===== config.mk =====
export PLATFORM = sky130hd
export DESIGN_NAME = cascaded_iir_highpass_unit
export DESIGN_NICKNAME = d
export VERILOG_FILES = /design/src/sv/ciir_pkg.sv /design/src/sv/ciir_seq.sv /design/src/sv/cascaded_iir_highpass_unit.sv
export SDC_FILE = /design/constraint.sdc
export NUM_CORES = 2
export LEC_CHECK = 0
export ABC_CLOCK_PERIOD_IN_PS = 17800
export BUFFER_PORTS_ARGS = -buffer_cell sky130_fd_sc_hd__buf_2
export CAP_MARGIN = 30
export CORE_MARGIN = 2
export CORE_UTILIZATION = 49
export CTS_CLUSTER_DIAMETER = 200
export DETAILED_ROUTE_END_ITERATION = 8
export GPL_TIMING_DRIVEN = 0
export HOLD_SLACK_MARGIN = 0.08
export PLACE_DENSITY_LB_ADDON = 0.2
export SETUP_SLACK_MARGIN = 0.1
export SLEW_MARGIN = 20
export SYNTH_ARGS = -nofsm -noshare
export SYNTH_HDL_FRONTEND = slang
export SYNTH_SLANG_ARGS = --single-unit

===== constraint.sdc =====
create_clock -name clk -period 17.8 [get_ports clk]
set_input_delay 1.78 -clock clk [delete_from_list [all_inputs] [get_ports clk]]
set_output_delay 1.78 -clock clk [all_outputs]
set_load 0.02 [all_outputs]

===== src/sv/ciir_pkg.sv =====
`timescale 1ns / 1ps
// ----------------------------------------------------------------------------
// ciir_pkg
// Shared types, constants and microcode for the cascaded highpass filter.
// ----------------------------------------------------------------------------
package ciir_pkg;

  localparam int SAMPLE_WIDTH  = 16;
  localparam int COEF_WIDTH    = 25;
  localparam int DELAY_WIDTH   = 40;
  localparam int PROD_WIDTH    = 46;
  localparam int PART_WIDTH    = 47;
  localparam int TERM_WIDTH    = 45;
  localparam int SUM_WIDTH     = 48;
  localparam int NUM_REGS      = 8;
  localparam int INDEX_WIDTH   = 4;
  localparam int PC_WIDTH      = 5;

  typedef logic signed [COEF_WIDTH-1:0]   coef_t;
  typedef logic signed [DELAY_WIDTH-1:0]  delay_t;
  typedef logic signed [SAMPLE_WIDTH-1:0] sample_t;
  typedef logic signed [SUM_WIDTH-1:0]    sum_t;

  // register indexes
  localparam logic [2:0] C_FIRST_B0  = 3'd0;
  localparam logic [2:0] C_FIRST_B1  = 3'd1;
  localparam logic [2:0] C_FIRST_A1  = 3'd2;
  localparam logic [2:0] C_SECOND_B0 = 3'd3;
  localparam logic [2:0] C_SECOND_B1 = 3'd4;
  localparam logic [2:0] C_SECOND_B2 = 3'd5;
  localparam logic [2:0] C_SECOND_A1 = 3'd6;
  localparam logic [2:0] C_SECOND_A2 = 3'd7;

  localparam coef_t COEF_RESET [NUM_REGS] = '{
    25'sd3584021, -25'sd3584021, -25'sd3582274,
    25'sd4194304, -25'sd8388608, 25'sd4194304, -25'sd8295075, 25'sd4102029
  };

  // multiplier operand sources
  localparam logic [1:0] SRC_FD = 2'd0;
  localparam logic [1:0] SRC_S1 = 2'd1;
  localparam logic [1:0] SRC_S2 = 2'd2;
  localparam logic [1:0] SRC_WV = 2'd3;

  // partial product operations
  localparam logic [1:0] PART_NOP  = 2'd0;
  localparam logic [1:0] PART_LO   = 2'd1;
  localparam logic [1:0] PART_TERM = 2'd2;

  // accumulator operations
  localparam logic [2:0] SUM_NOP     = 3'd0;
  localparam logic [2:0] SUM_ADD     = 3'd1;
  localparam logic [2:0] SUM_SUB     = 3'd2;
  localparam logic [2:0] SUM_SAT_SUB = 3'd3;
  localparam logic [2:0] SUM_CLR_ADD = 3'd4;

  // register load strobes {wv, fd, sd, out}
  localparam logic [3:0] LD_NONE = 4'b0000;
  localparam logic [3:0] LD_WV   = 4'b1000;
  localparam logic [3:0] LD_FD   = 4'b0100;
  localparam logic [3:0] LD_SD   = 4'b0010;
  localparam logic [3:0] LD_OUT  = 4'b0001;

  // sequencer operations
  localparam logic SEQ_NEXT = 1'b0;
  localparam logic SEQ_END  = 1'b1;

  localparam logic [PC_WIDTH-1:0] LAST_STEP = 5'd22;

  typedef struct packed {
    logic [2:0] mul_coef;
    logic [1:0] mul_src;
    logic       mul_hi;
    logic [1:0] part_op;
    logic [2:0] sum_op;
    logic       wv_load;
    logic       fd_load;
    logic       sd_load;
    logic       out_load;
    logic       seq_op;
  } ctrl_t;

  localparam logic LO = 1'b0;
  localparam logic HI = 1'b1;

  function automatic ctrl_t cw(input logic [2:0] c, input logic [1:0] s, input logic h,
                               input logic [1:0] p, input logic [2:0] so,
                               input logic [3:0] ld, input logic q);
    ctrl_t w;
    w.mul_coef = c;
    w.mul_src  = s;
    w.mul_hi   = h;
    w.part_op  = p;
    w.sum_op   = so;
    w.wv_load  = ld[3];
    w.fd_load  = ld[2];
    w.sd_load  = ld[1];
    w.out_load = ld[0];
    w.seq_op   = q;
    return w;
  endfunction

  localparam ctrl_t NOP_WORD = '0;

  // product terms take two multiplies: low 20 bits of the operand, then the high part
  function automatic ctrl_t ucode(input logic [PC_WIDTH-1:0] pc);
    ctrl_t w;
    w = NOP_WORD;
    unique case (pc)
      5'd0:  w = cw(C_FIRST_A1,  SRC_FD, LO, PART_NOP,  SUM_NOP,     LD_NONE, SEQ_NEXT);
      5'd1:  w = cw(C_FIRST_A1,  SRC_FD, HI, PART_LO,   SUM_NOP,     LD_NONE, SEQ_NEXT);
      5'd2:  w = cw(C_FIRST_B1,  SRC_FD, LO, PART_TERM, SUM_NOP,     LD_NONE, SEQ_NEXT);
      5'd3:  w = cw(C_FIRST_B1,  SRC_FD, HI, PART_LO,   SUM_SUB,     LD_NONE, SEQ_NEXT);
      5'd4:  w = cw(C_FIRST_B0,  SRC_FD, LO, PART_TERM, SUM_NOP,     LD_NONE, SEQ_NEXT);
      5'd5:  w = cw(C_FIRST_B0,  SRC_FD, LO, PART_NOP,  SUM_CLR_ADD, LD_WV,   SEQ_NEXT);
      5'd6:  w = cw(C_FIRST_B0,  SRC_WV, LO, PART_NOP,  SUM_NOP,     LD_NONE, SEQ_NEXT);
      5'd7:  w = cw(C_FIRST_B0,  SRC_WV, HI, PART_LO,   SUM_NOP,     LD_NONE, SEQ_NEXT);
      5'd8:  w = cw(C_SECOND_A1, SRC_S1, LO, PART_TERM, SUM_NOP,     LD_NONE, SEQ_NEXT);
      5'd9:  w = cw(C_SECOND_A1, SRC_S1, HI, PART_LO,   SUM_ADD,     LD_NONE, SEQ_NEXT);
      5'd10: w = cw(C_SECOND_A2, SRC_S2, LO, PART_TERM, SUM_NOP,     LD_NONE, SEQ_NEXT);
      5'd11: w = cw(C_SECOND_A2, SRC_S2, HI, PART_LO,   SUM_SAT_SUB, LD_FD,   SEQ_NEXT);
      5'd12: w = cw(C_SECOND_B1, SRC_S1, LO, PART_TERM, SUM_NOP,     LD_NONE, SEQ_NEXT);
      5'd13: w = cw(C_SECOND_B1, SRC_S1, HI, PART_LO,   SUM_SUB,     LD_NONE, SEQ_NEXT);
      5'd14: w = cw(C_SECOND_B2, SRC_S2, LO, PART_TERM, SUM_NOP,     LD_NONE, SEQ_NEXT);
      5'd15: w = cw(C_SECOND_B2, SRC_S2, HI, PART_LO,   SUM_CLR_ADD, LD_WV,   SEQ_NEXT);
      5'd16: w = cw(C_SECOND_B0, SRC_WV, LO, PART_TERM, SUM_NOP,     LD_NONE, SEQ_NEXT);
      5'd17: w = cw(C_SECOND_B0, SRC_WV, LO, PART_NOP,  SUM_ADD,     LD_NONE, SEQ_NEXT);
      5'd18: w = cw(C_SECOND_B0, SRC_WV, LO, PART_NOP,  SUM_NOP,     LD_NONE, SEQ_NEXT);
      5'd19: w = cw(C_SECOND_B0, SRC_WV, HI, PART_LO,   SUM_NOP,     LD_NONE, SEQ_NEXT);
      5'd20: w = cw(C_SECOND_B0, SRC_WV, LO, PART_TERM, SUM_NOP,     LD_NONE, SEQ_NEXT);
      5'd21: w = cw(C_SECOND_B0, SRC_WV, LO, PART_NOP,  SUM_ADD,     LD_SD,   SEQ_NEXT);
      5'd22: w = cw(C_SECOND_B0, SRC_WV, LO, PART_NOP,  SUM_NOP,     LD_OUT,  SEQ_END);
      default: w = cw(C_FIRST_B0, SRC_FD, LO, PART_NOP, SUM_NOP,     LD_NONE, SEQ_END);
    endcase
    return w;
  endfunction

  // clamp to the signed 40-bit delay range
  function automatic delay_t sat_delay(input sum_t v);
    delay_t r;
    if (v[SUM_WIDTH-1:DELAY_WIDTH-1] == '0 || v[SUM_WIDTH-1:DELAY_WIDTH-1] == '1) begin
      r = v[DELAY_WIDTH-1:0];
    end else begin
      r = {v[SUM_WIDTH-1], {(DELAY_WIDTH-1){~v[SUM_WIDTH-1]}}};
    end
    return r;
  endfunction

endpackage


===== src/sv/ciir_seq.sv =====
`timescale 1ns / 1ps
// ----------------------------------------------------------------------------
// ciir_seq
// Step counter and microcode ROM driving the filter datapath.
// ----------------------------------------------------------------------------
module ciir_seq (
  input  logic           clk,
  input  logic           rst,
  input  logic           start,
  input  logic           out_free,
  output logic           busy,
  output ciir_pkg::ctrl_t ctrl
);
  import ciir_pkg::*;

  logic [PC_WIDTH-1:0] pc;
  ctrl_t               word;

  assign word = ucode(pc);
  assign ctrl = busy ? word : NOP_WORD;

  always_ff @(posedge clk) begin
    if (rst) begin
      busy <= 1'b0;
      pc   <= '0;
    end else if (start) begin
      busy <= 1'b1;
      pc   <= '0;
    end else if (busy) begin
      if (word.seq_op == SEQ_NEXT) begin
        pc <= pc + 5'd1;
      end else if (out_free) begin
        busy <= 1'b0;
      end
    end
  end

`ifndef SYNTH
  a_start: assert property (@(posedge clk) disable iff (rst)
    start |=> busy && pc == '0)
    else $error("sequencer did not restart at step zero");
  a_step: assert property (@(posedge clk) disable iff (rst)
    busy && word.seq_op == SEQ_NEXT && !start |=> pc == $past(pc) + 5'd1)
    else $error("step counter skipped");
  a_range: assert property (@(posedge clk) disable iff (rst)
    busy |-> pc <= LAST_STEP)
    else $error("step counter ran past the program");
`endif

endmodule


===== src/sv/cascaded_iir_highpass_unit.sv =====
`timescale 1ns / 1ps
// ----------------------------------------------------------------------------
// cascaded_iir_highpass_unit
// Third-order highpass: first-order section cascaded with a biquad, both
// direct form II with 40-bit saturating delays and Q2.22 coefficients.
// ----------------------------------------------------------------------------
// usage:
//   input channel  in_valid / in_stall / sample_in, one request per sample
//   output channel out_valid / out_stall / sample_out, one request per input
//   config channel cfg_valid / cfg_ready / cfg_index / cfg_data, always ready;
//   indexes 0..7 select first_b0, first_b1, first_a1, second_b0, second_b1,
//   second_b2, second_a1, second_a2; other indexes are dropped
// a 23-step microcode program runs the eight coefficient products through one
// shared 25x21 multiplier, two multiplies per product; the result lands in
// the output register at the last step of the program
// in_stall is high while the program runs; a stalled output holds the
// program at its last step until the output register frees up
// reset clears the delays, restores the default coefficients and drops
// any pending output
// ----------------------------------------------------------------------------
module cascaded_iir_highpass_unit (
  input  logic                                 clk,
  input  logic                                 rst,
  input  logic                                 in_valid,
  output logic                                 in_stall,
  input  logic signed [ciir_pkg::SAMPLE_WIDTH-1:0] sample_in,
  output logic                                 out_valid,
  input  logic                                 out_stall,
  output logic signed [ciir_pkg::SAMPLE_WIDTH-1:0] sample_out,
  input  logic                                 cfg_valid,
  output logic                                 cfg_ready,
  input  logic [ciir_pkg::INDEX_WIDTH-1:0]     cfg_index,
  input  logic signed [ciir_pkg::COEF_WIDTH-1:0] cfg_data
);
  import ciir_pkg::*;

  coef_t  coef [NUM_REGS];
  delay_t fd;
  delay_t s1;
  delay_t s2;
  delay_t wv;
  sum_t   sum;
  logic signed [PROD_WIDTH-1:0] prod;
  logic signed [PART_WIDTH-1:0] part;
  logic signed [TERM_WIDTH-1:0] term;

  logic   start;
  logic   busy;
  logic   out_free;
  ctrl_t  ctrl;
  delay_t opnd;
  logic signed [20:0] opnd_part;
  logic signed [66:0] tsum;
  sum_t   term_ext;
  delay_t y40;
  logic signed [40:0] yr;
  logic signed [32:0] rq;
  sample_t res;

  assign cfg_ready = 1'b1;
  assign start     = in_valid && !busy;
  assign in_stall  = busy;
  assign out_free  = !out_valid || !out_stall;

  ciir_seq u_seq (
    .clk      (clk),
    .rst      (rst),
    .start    (start),
    .out_free (out_free),
    .busy     (busy),
    .ctrl     (ctrl)
  );

  // coefficient registers
  always_ff @(posedge clk) begin
    if (rst) begin
      for (int i = 0; i < NUM_REGS; i++) begin
        coef[i] <= COEF_RESET[i];
      end
    end else if (cfg_valid && cfg_ready && cfg_index < INDEX_WIDTH'(NUM_REGS)) begin
      coef[cfg_index[2:0]] <= cfg_data;
    end
  end

  // operand select and split
  always_comb begin
    case (ctrl.mul_src)
      SRC_FD:  opnd = fd;
      SRC_S1:  opnd = s1;
      SRC_S2:  opnd = s2;
      default: opnd = wv;
    endcase
    opnd_part = ctrl.mul_hi ? $signed({opnd[DELAY_WIDTH-1], opnd[DELAY_WIDTH-1:20]})
                            : $signed({1'b0, opnd[19:0]});
  end

  assign tsum     = (67'(prod) <<< 20) + 67'(part);
  assign term_ext = SUM_WIDTH'(term);

  // shared multiplier and rounding
  always_ff @(posedge clk) begin
    prod <= coef[ctrl.mul_coef] * opnd_part;
    case (ctrl.part_op)
      PART_LO:   part <= PART_WIDTH'(prod) + 47'sd2097152;
      PART_TERM: term <= $signed(tsum[66:22]);
      default:   ;
    endcase
  end

  // accumulator
  always_ff @(posedge clk) begin
    if (start) begin
      sum <= {{(SUM_WIDTH-SAMPLE_WIDTH-8){sample_in[SAMPLE_WIDTH-1]}}, sample_in, 8'd0};
    end else begin
      case (ctrl.sum_op)
        SUM_ADD:     sum <= sum + term_ext;
        SUM_SUB:     sum <= sum - term_ext;
        SUM_SAT_SUB: sum <= SUM_WIDTH'(sat_delay(sum)) - term_ext;
        SUM_CLR_ADD: sum <= term_ext;
        default:     ;
      endcase
    end
  end

  // delay state
  always_ff @(posedge clk) begin
    if (rst) begin
      fd <= '0;
      s1 <= '0;
      s2 <= '0;
      wv <= '0;
    end else begin
      if (ctrl.wv_load) begin
        wv <= sat_delay(sum);
      end
      if (ctrl.fd_load) begin
        fd <= wv;
      end
      if (ctrl.sd_load) begin
        s2 <= s1;
        s1 <= wv;
      end
    end
  end

  // output rounding and clamp
  always_comb begin
    y40 = sat_delay(sum);
    yr  = 41'(y40) + 41'sd128;
    rq  = $signed(yr[40:8]);
    if (rq[32:SAMPLE_WIDTH-1] == '0 || rq[32:SAMPLE_WIDTH-1] == '1) begin
      res = rq[SAMPLE_WIDTH-1:0];
    end else begin
      res = {rq[32], {(SAMPLE_WIDTH-1){~rq[32]}}};
    end
  end

  always_ff @(posedge clk) begin
    if (rst) begin
      out_valid <= 1'b0;
    end else if (ctrl.out_load && out_free) begin
      out_valid <= 1'b1;
    end else if (!out_stall) begin
      out_valid <= 1'b0;
    end
  end

  always_ff @(posedge clk) begin
    if (ctrl.out_load && out_free) begin
      sample_out <= res;
    end
  end

`ifndef SYNTH
  a_out_src: assert property (@(posedge clk) disable iff (rst)
    $rose(out_valid) |-> $past(ctrl.out_load))
    else $error("output raised without a result step");
  a_busy: assert property (@(posedge clk) disable iff (rst)
    in_valid && !in_stall |=> in_stall)
    else $error("request taken but program not running");
  a_commit: assert property (@(posedge clk) disable iff (rst)
    ctrl.fd_load || ctrl.sd_load |-> busy && !ctrl.out_load)
    else $error("delay commit outside the program");
`endif

endmodule

==> results.cfg <==
[status]
status = complete, no violations

[floorplan]
ios = 69
die_area_um2 = 106800
core_area_um2 = 103300
initial_core_util_pct = 49.38
die_h_um = 326.7
die_w_um = 326.7
fp-row-count = 118

[sta]
final.period_utilization_pct = 65.95
finClkSkew_ns = 0.02502
maxSlewViolCount = 0
hold_ws_ns = 0.4564
slew_headroom_pct = 27.46
worst_slew_pin_slew_ns = 1.088
finalSetupViolations = 0
rsz0062_at_grt = false
setup_tns_ns = 0
layout_min_cycle_time_ns = 11.74
fmax_ghz = 0.08518
hold_viol = 0

[route]
dr.pass1.iters = 6
totalWireLength_um = 171300
routedWlPerCell_um = 23.67
postRouteAntennaNets = 0
drcViolationCount = 0
num_vias = 42340
routed_via_density = 5.851
drt_first_iter_violations = 3958

[critical_path]
crit_type = flop to flop
crit_buf_inv = 9
crit_family = adder cells
critPathSlowestCell = nor2_1
worst_ep_arrival_time_ns = 12.29
max_stage_delay_ns = 0.85
cp-start-kind = flop
critPathMaxFanout = 10
end_kind = flop
required_ns = 18.35
cpMostUsedCell = fa_1

[placed_design]
placed_area_um2 = 53570
port_buffers = 67
dp_hpwl_um = 138600
routabilityCongestion = 1.017

[global_routing]
grt_pass1_vias = 42010
grt_pass1_wl_um = 258900
antenna_found_initial = 3
grtUsageTotal_pct = 32.16
grt_max_degree = 41
grt_overflow_total = 0

[synthesis]
synth_seq_cells = 563
synth_area_um2 = 51040
synth_edf_count = 328
yosys_most_used_dff = edfxtp_1
yosysWarnings = 0
synth.distinct_cells = 93
synthesis.nets = 6490
syn_inst = 5643
yosysSeqAreaShare_pct = 28.52
avgSynthCellArea_um2 = 9.044
synthArstFlopShare_pct = 0

[clock_tree]
cts_tree = built
numCtsBuffers = 60
clock_latency_ns = 0.67
cts_max_level = 2
cts.reportedPaths.clkPinSlew_ns = 0.07
postCtsSetupBuffers = 0
cts_resized = 0
cts_buffer_depth = 3
cts_hold_buf = 0
cts_sinks = 563
clk_root_buffer_cell = clkbuf_16

[final_layout]
layout.nets = 6649
syn2layout_area_growth_pct = 9.162
drive_gt1_share_pct = 5.483
design_area_um2 = 55710

[hold_path]
min_path_type = flop to flop

[pwr]
p_leak_nw = 23.64
totalPowerFinal_w = 0.003704
peakVddDrop_mv = 0.1097
powerDensity_nw_per_um2 = 66.49

[job]
cap_violations = 0
where the power goes:
part	switching (W)	internal [W]	total [W]
Combinational	0.000570	0.000296	0.000866
Sequential	0.0000524	0.00145	0.00150
Clock	0.000573	0.000761	0.00133
Total	0.00119	0.00251	0.00370
metal layers:
metal / vias up / routed length, µm / track usage [%]
met2: 1856 / 77030 / 50.41
li1: 19060 / - / -
met4: 2 / 11400 / 18.14
met1: 20950 / 68890 / 42.28
met3: 480 / 13960 / 5.635
met5: - / 13 / 0
path summary, 6_finish.rpt:
kind	startpoint	endpoint	slack (ns)	depth (start not counted)
max	u_seq.busy	prod[44]	6.06	30
min	s2[3]	s2[3]	0.46	2
max reg2reg	u_seq.busy	prod[44]	6.06	30
min reg2reg	s2[3]	s2[3]	0.46	2
tightest hold or removal path, delay by kind of cell (launching register included):
kind	cells	cell delay [ns]
AND/OR/NAND/NOR	1	0.05
AO/OA/AOI/OAI	1	0.05
flip-flops	1	0.31
cell usage in the layout (no fill, tap or decap), drive strengths merged, types with 22 or more instances in the layout:
cell,n
nand4,43
or3,60
xor2,77
and2,169
o31ai,22
inv,734
mux4,34
a221oi,42
fa,538
edfxtp,328
clkbuf,338
a31oi,47
nand2,774
dfxtp,235
buf,111
clkinv,22
a21oi,397
o21a,34
nor2,506
a211oi,44
mux2i,30
o21ai,172
a21o,93
nor2b,66
ha,259
nand3,66
o22ai,61
nand2b,61
nor3,53
xnor2,182
registers in the layout, indices dropped and copies added (netlist names), 5 cells and up:
name and count:
wv 40, sum 48, u_seq.pc 5, u_seq.word 14, s1 40, fd 40
sample_out 16, term 45, coef 200, s2 40, part 27, prod 46
cell families (layout without fill, tap and decap cells):
group / after synthesis / after routing / share of synthesized area, %
and+or+nand+nor: 1891 / 1891 / 16.83
AOI/OAI and AO/OA: 1057 / 1057 / 13.04
buffers and inverters: 1002 / 1213 / 7.426
adders and majority gates: 797 / 797 / 27.45
DFF: 563 / 563 / 28.52
xor gates and xnor gates: 259 / 259 / 4.445
muxes: 73 / 73 / 2.287
other: 1 / 4 / 0.007348
metrics by stage:
| step | instances | setup slack, ns | utilization, % |
|---|---|---|---|
| after floorplan | 5643 | 8.847 | - |
| after global placement | 7090 | 5.765 | 51.38 |
| after detailed placement | 7118 | 6.213 | 51.84 |
| after CTS | 7232 | 6.138 | 53.88 |
| after global routing | 7234 | 5.629 | 53.90 |
| final | 7237 | 6.061 | 53.91 |
cell usage after synthesis (all sizes together) (12+ instances only):
| cell | n | area share (%) |
|---|---|---|
| nor4 | 20 | 0.28 |
| o21bai | 21 | 0.31 |
| clkbuf | 260 | 1.9 |
| xor2 | 77 | 1.3 |
| nand4 | 43 | 0.54 |
| a21o | 93 | 1.4 |
| and2 | 169 | 2.1 |
| nand2b | 61 | 0.75 |
| buf | 16 | 0.17 |
| o211ai | 12 | 0.18 |
| o21a | 34 | 0.50 |
| mux4 | 34 | 1.5 |
| a211oi | 44 | 0.67 |
| o31ai | 22 | 0.32 |
| fa | 538 | 21 |
| nor2b | 66 | 0.81 |
| a211o | 16 | 0.27 |
| nor3 | 53 | 0.52 |
| or3 | 60 | 0.74 |
| and3 | 18 | 0.22 |
| dfxtp | 235 | 9.2 |
| nand3 | 66 | 0.65 |
| a21oi | 397 | 4.0 |
| nor2 | 506 | 3.7 |
| o21ai | 172 | 1.7 |
| nand2 | 774 | 5.7 |
| edfxtp | 328 | 19 |
| or2 | 17 | 0.21 |
| a221oi | 42 | 0.72 |
| ha | 259 | 6.3 |
| mux2i | 30 | 0.59 |
| xnor2 | 182 | 3.1 |
| a31oi | 47 | 0.58 |
| inv | 724 | 5.3 |
| o22ai | 61 | 0.75 |
final cells by class:
| class | instances | area [µm²] |
|---|---|---|
| clock buffer | 77 | 1719 |
| buffer | 276 | 1065 |
| sequential | 563 | 14550 |
| tap | 1380 | 1727 |
| inverter | 726 | 2725 |
| clock inverter | 37 | 394.1 |
| timing repair buffer | 97 | 620.6 |
| antenna | 3 | 7.507 |
| multi-input combinational | 4078 | 32900 |
| fill | 9570 | 47640 |
No activity file was read; power rests on OpenSTA's default activity.
